## src/design/bme_pkg.sv

```systemverilog
// ---------------------------------------------------------------------------
// bme_pkg - shared constants for the box mean image filter
// Sizes of the line store, counters and the sum/divide datapath.
// ---------------------------------------------------------------------------
`default_nettype none
package bme_pkg;
  localparam int MaxWidth   = 1024;
  localparam int MaxWindow  = 9;
  localparam int RingRows   = MaxWindow + 2;
  localparam int ColW       = $clog2(MaxWidth);      // column index bits
  localparam int SlotW      = $clog2(RingRows);      // ring row index bits
  localparam int DimW       = 11;                    // width/height register
  localparam int SizeW      = 4;                     // window size register
  localparam int CntW       = 2 * DimW;              // pixel counts in a frame
  localparam int SumW       = 15;                    // window total
  localparam int DivW       = 7;                     // size squared
  localparam int MemDepth   = RingRows * MaxWidth;
  localparam int AddrW      = SlotW + ColW;

  localparam logic [1:0] RegWidth  = 2'd0;
  localparam logic [1:0] RegHeight = 2'd1;
  localparam logic [1:0] RegSize   = 2'd2;
endpackage
`default_nettype wire

```

## src/design/bme_div.sv

```systemverilog
// ---------------------------------------------------------------------------
// bme_div - restoring divider for the window total
// One quotient bit per cycle; quotient saturated to 8 bits.
// ---------------------------------------------------------------------------
`default_nettype none
module bme_div (
  input  wire logic                    clk,
  input  wire logic                    rst,
  input  wire logic                    start,
  input  wire logic [bme_pkg::SumW-1:0] dividend,
  input  wire logic [bme_pkg::DivW-1:0] divisor,
  output logic                         done,
  output logic [7:0]                   quotient
);
  import bme_pkg::*;

  logic [SumW-1:0]  quo;
  logic [DivW:0]    rem;
  logic [3:0]       steps;
  logic             busy;
  logic [DivW:0]    rem_shift;
  logic [DivW:0]    div_ext;

  assign div_ext   = {1'b0, divisor};
  assign rem_shift = {rem[DivW-1:0], quo[SumW-1]};

  always_ff @(posedge clk) begin
    if (rst) begin
      busy  <= 1'b0;
      done  <= 1'b0;
      steps <= '0;
    end else begin
      done <= 1'b0;
      if (start) begin
        busy  <= 1'b1;
        steps <= 4'(SumW);
      end else if (busy) begin
        steps <= steps - 4'd1;
        if (steps == 4'd1) begin
          busy <= 1'b0;
          done <= 1'b1;
        end
      end
    end
  end

  always_ff @(posedge clk) begin
    if (start) begin
      quo <= dividend;
      rem <= '0;
    end else if (busy) begin
      if (rem_shift >= div_ext) begin
        rem <= rem_shift - div_ext;
        quo <= {quo[SumW-2:0], 1'b1};
      end else begin
        rem <= rem_shift;
        quo <= {quo[SumW-2:0], 1'b0};
      end
    end
  end

  assign quotient = (quo > SumW'(255)) ? 8'hFF : quo[7:0];
endmodule
`default_nettype wire

```

## config.mk

```make
export PLATFORM = sky130hd
export DESIGN_NAME = bme_div
export DESIGN_NICKNAME = d
export VERILOG_FILES = /design/src/design/bme_pkg.sv /design/src/design/bme_div.sv
export SDC_FILE = /design/constraint.sdc
export NUM_CORES = 1
export LEC_CHECK = 0
export BUFFER_PORTS_ARGS = -buffer_cell sky130_fd_sc_hd__buf_2
export CAP_MARGIN = 40
export CORE_AREA = 2 2 88 90
export CTS_CLUSTER_SIZE = 40
export DETAILED_ROUTE_END_ITERATION = 6
export DIE_AREA = 0 0 90 92
export SLEW_MARGIN = 20
export SYNTH_ARGS = -nofsm -noshare
export SYNTH_HDL_FRONTEND = slang
export SYNTH_SLANG_ARGS = --single-unit
```

## constraint.sdc

```tcl
create_clock -name clk -period 2.8 [get_ports clk]
set_clock_uncertainty 0.2 [all_clocks]
set_input_delay 0.84 -clock clk [delete_from_list [all_inputs] [get_ports clk]]
set_output_delay 0.84 -clock clk [all_outputs]
set_load 0.01 [all_outputs]
```

==> results.sh <==
export IMPL_fillers=814
export IMPL_placedCellCount=315
export IMPL_root_buffer="clkbuf_8"
export IMPL_synth_top_family_by_area="simple AND/OR/NAND/NOR gates"
export IMPL_synthesis_instances=180
export IMPL_overflow=0
export IMPL_cp_end_kind="output port"
export IMPL_ys_ff_latch=28
export IMPL_netSwitchingFraction_pct=25.61
export IMPL_ios=34
export IMPL_drcViolationCount=0
export IMPL_status="completed"
export IMPL_tightest_slew_ns=0.5164
export IMPL_yosys_area_share_simple_pct=20.51
export IMPL_tns_ns=0
export IMPL_rrSetupSlack_ns=0.46
export IMPL_fin_nets=254
export IMPL_grt_max_degree=21
export IMPL_whs_path_depth=2
export IMPL_worstHoldPathType="reg2reg"
export IMPL_fin_crit_sh_pct=95.39
export IMPL_synth_most_common_cell="nor2_1"
export IMPL_p_per_area_nw_per_um2=475.2
export IMPL_cts_tree="done"
export IMPL_port_buffers=33
export IMPL_fin_crit_ns=2.671
export IMPL_syn_to_final_growth_pct=22.04
export IMPL_synth_mux_area_share_pct=9.318
export IMPL_p_comb_share_pct=20.9
export IMPL_clk_latency_ns=0.28
export IMPL_synth_common_cells="nor2_1, edfxtp_1, inv_1, mux2_2, dfxtp_1"
export IMPL_p_seq_share_pct=48.2
export IMPL_antenna_found_initial=0
export IMPL_core_sq_um=7447
export IMPL_die_area_sq_um=8280
export IMPL_first_global_vias=1340
export IMPL_max_slew_margin_pct=65.53
export IMPL_layout_drive_gt1_share_pct=37.61
export IMPL_htreeDepth=1
export IMPL_setup_viol_count_final=0
export IMPL_clkPwrFrac_pct=30.9
export IMPL_wl_per_cell_um=11.84
export IMPL_synth_edff_count=15
export IMPL_antenna_left=0
export IMPL_grt_usage_pct=9.400
export IMPL_path_clk_slew_ns=0.11
export IMPL_power_total_uw=1043
export IMPL_leakage_uw=0.0008691
export IMPL_synth_compound_area_share_pct=14.26
export IMPL_hold_ws_ns=0.3314
export IMPL_r2r_start="quo[14]$_DFFE_PP_"
export IMPL_min_to="rem[2]$_SDFFE_PP0P_"
export IMPL_dieWidth_um=90
export IMPL_timing_fmax_mhz=374.4
export IMPL_synthDistinctLibCells=46
export IMPL_crit_arrival_ns=1.63
export IMPL_die_h_um=92
export IMPL_startpoint_type="register"
export IMPL_rr_worst_depth=7
export IMPL_p_int_uw=776.2
export IMPL_crit_path_max_fanout=8
export IMPL_finalHoldViolCount=0
export IMPL_syn_nets=215
export IMPL_ctsHoldBuffers=0
export IMPL_cts_max_path_buffers=2
export IMPL_grt_pass1_wl_um=6396
export IMPL_ys_warn_count=0
export IMPL_regArea_sq_um=710.7
export IMPL_syn_area_sq_um=1799
export IMPL_netlist_top_cells_area="edfxtp_1, dfxtp_1, mux2_2"
export IMPL_multi_input_area_sq_um=985.9
export IMPL_start_util_pct=24.16
export IMPL_place_hpwl_um=2911
export IMPL_synth_adder_area_share_pct=7.371
export IMPL_hp_start="rem[1]$_SDFFE_PP0P_"
export IMPL_viasPerCell=4.378
export IMPL_p_sw_uw=267.2
export IMPL_reg2reg_to="rem[2]$_SDFFE_PP0P_"
export IMPL_synth_top_area_share_pct=25.03
export IMPL_synth_xor_area_share_pct=2.921
export IMPL_layout_cells_non_filler=320
export IMPL_numCtsBuffers=3
export IMPL_num_vias=1401
export IMPL_path_class="reg2out"
export IMPL_fin_util_pct=29.49
export IMPL_firstDrtPassIters=4
export IMPL_drv_cap=0
export IMPL_finalMaxSlewViolations=0
export IMPL_yosys_most_used_dff="edfxtp_1"
export IMPL_critPathRequiredTime_ns=1.76
export IMPL_place_congestion=0.7683
export IMPL_async_reset_ff_share_pct=0
export IMPL_cts_sinks=28
export IMPL_ir_drop_v=0.0001760
export IMPL_yosys_area_top_type="edfxtp_1"
export IMPL_syn_avg_cell_area_sq_um=9.996
export IMPL_routed_wl_um=3788
export IMPL_row_count=32
export IMPL_yosysSeqAreaShare_pct=39.50
export IMPL_drt_iter0_markers=99
export IMPL_diodes=0
state kept, by name, summed over array words and instances (netlist names):
register and count:
busy 1, quo 15, done 1, rem 7, steps 4
worst max-delay path, cell delays in order (launching register included):
cell      delay, ns
edfxtp_1       0.41
nor4_1         0.28
nand2_1        0.20
or2_2          0.32
buf_2          0.14
per-layer routing:
| metal | wire length [um] | vias to the layer above | global-route usage [%] |
|---|---|---|---|
| met5 | 0 | - | 0 |
| met4 | 8 | 0 | 1.154 |
| met3 | 113 | 2 | 2.301 |
| met2 | 1959 | 16 | 16.79 |
| met1 | 1707 | 663 | 11.81 |
| li1 | - | 720 | - |
layout make-up:
class | instances | area share (%)
timing repair buffer | 44 | 11.28
sequential | 28 | 32.36
clock inverter | 1 | 1.368
inverter | 14 | 2.393
clock buffer | 3 | 1.880
tap | 102 | 5.812
multi-input combinational | 128 | 44.90
stage by stage:
| stage | worst slack (ns) | cell area (sq um) |
|---|---|---|
| 2_1_floorplan | 0.01467 | 1807 |
| 3_3_place_gp | 0.001863 | 2117 |
| 3_5_place_dp | -0.01852 | 2117 |
| 4_1_cts | 0.04985 | 2188 |
| 5_1_grt | -0.01761 | 2196 |
| 6_report | 0.1291 | 2196 |
worst max path at each step:
stage	slack (ns)	depth (start not counted)	startpoint	end
floorplan	0.01	8	divisor[0]	rem[0]$_SDFFE_PP0P_
detailed placement	-0.02	7	divisor[0]	rem[2]$_SDFFE_PP0P_
CTS	0.05	4	quo[10]$_DFFE_PP_	quotient[2]
global placement	0.002	7	divisor[0]	rem[2]$_SDFFE_PP0P_
finish	0.13	4	quo[10]$_DFFE_PP_	quotient[2]
global route	-0.02	4	quo[10]$_DFFE_PP_	quotient[7]
power groups by stage:
stage	Combinational (uW)	Clock (uW)	Sequential, uW
detailed placement	217	0	514
CTS	219	335	505
floorplan	163	0	501
global route	245	352	510
finish	218	322	503
global placement	214	0	512
placed cells by master, fill, tap and decap left out, types with 6 or more instances in the layout:
cell      Yosys  final
or2_2         9      9
dfxtp_1      13     13
nand2_1      10     10
inv_1        14     14
mux2_2       14     14
nor3b_1       6      6
nor2_1       20     20
buf_2         1     33
ha_1          9      9
buf_4         1     11
edfxtp_1     15     15
what timing repair did:
action                                 4_1_cts  5_1_grt
setup buffers                                0        1
endpoints found under the hold margin        0        0
resized for setup                            0        0
setup endpoints to repair                    0        7
cells by family (layout without fill, tap and decap cells):
group                    count (synthesis)  count (layout)
multiplexers                            15              15
flip-flops                              28              28
AND/OR/NAND/NOR                         67              67
buffers and inverters                   24              62
AO/OA/AOI/OAI                           30              30
adder cells (fa/ha/maj)                 10              10
XOR/XNOR                                 6               6
No activity file was read; power rests on OpenSTA's default activity.
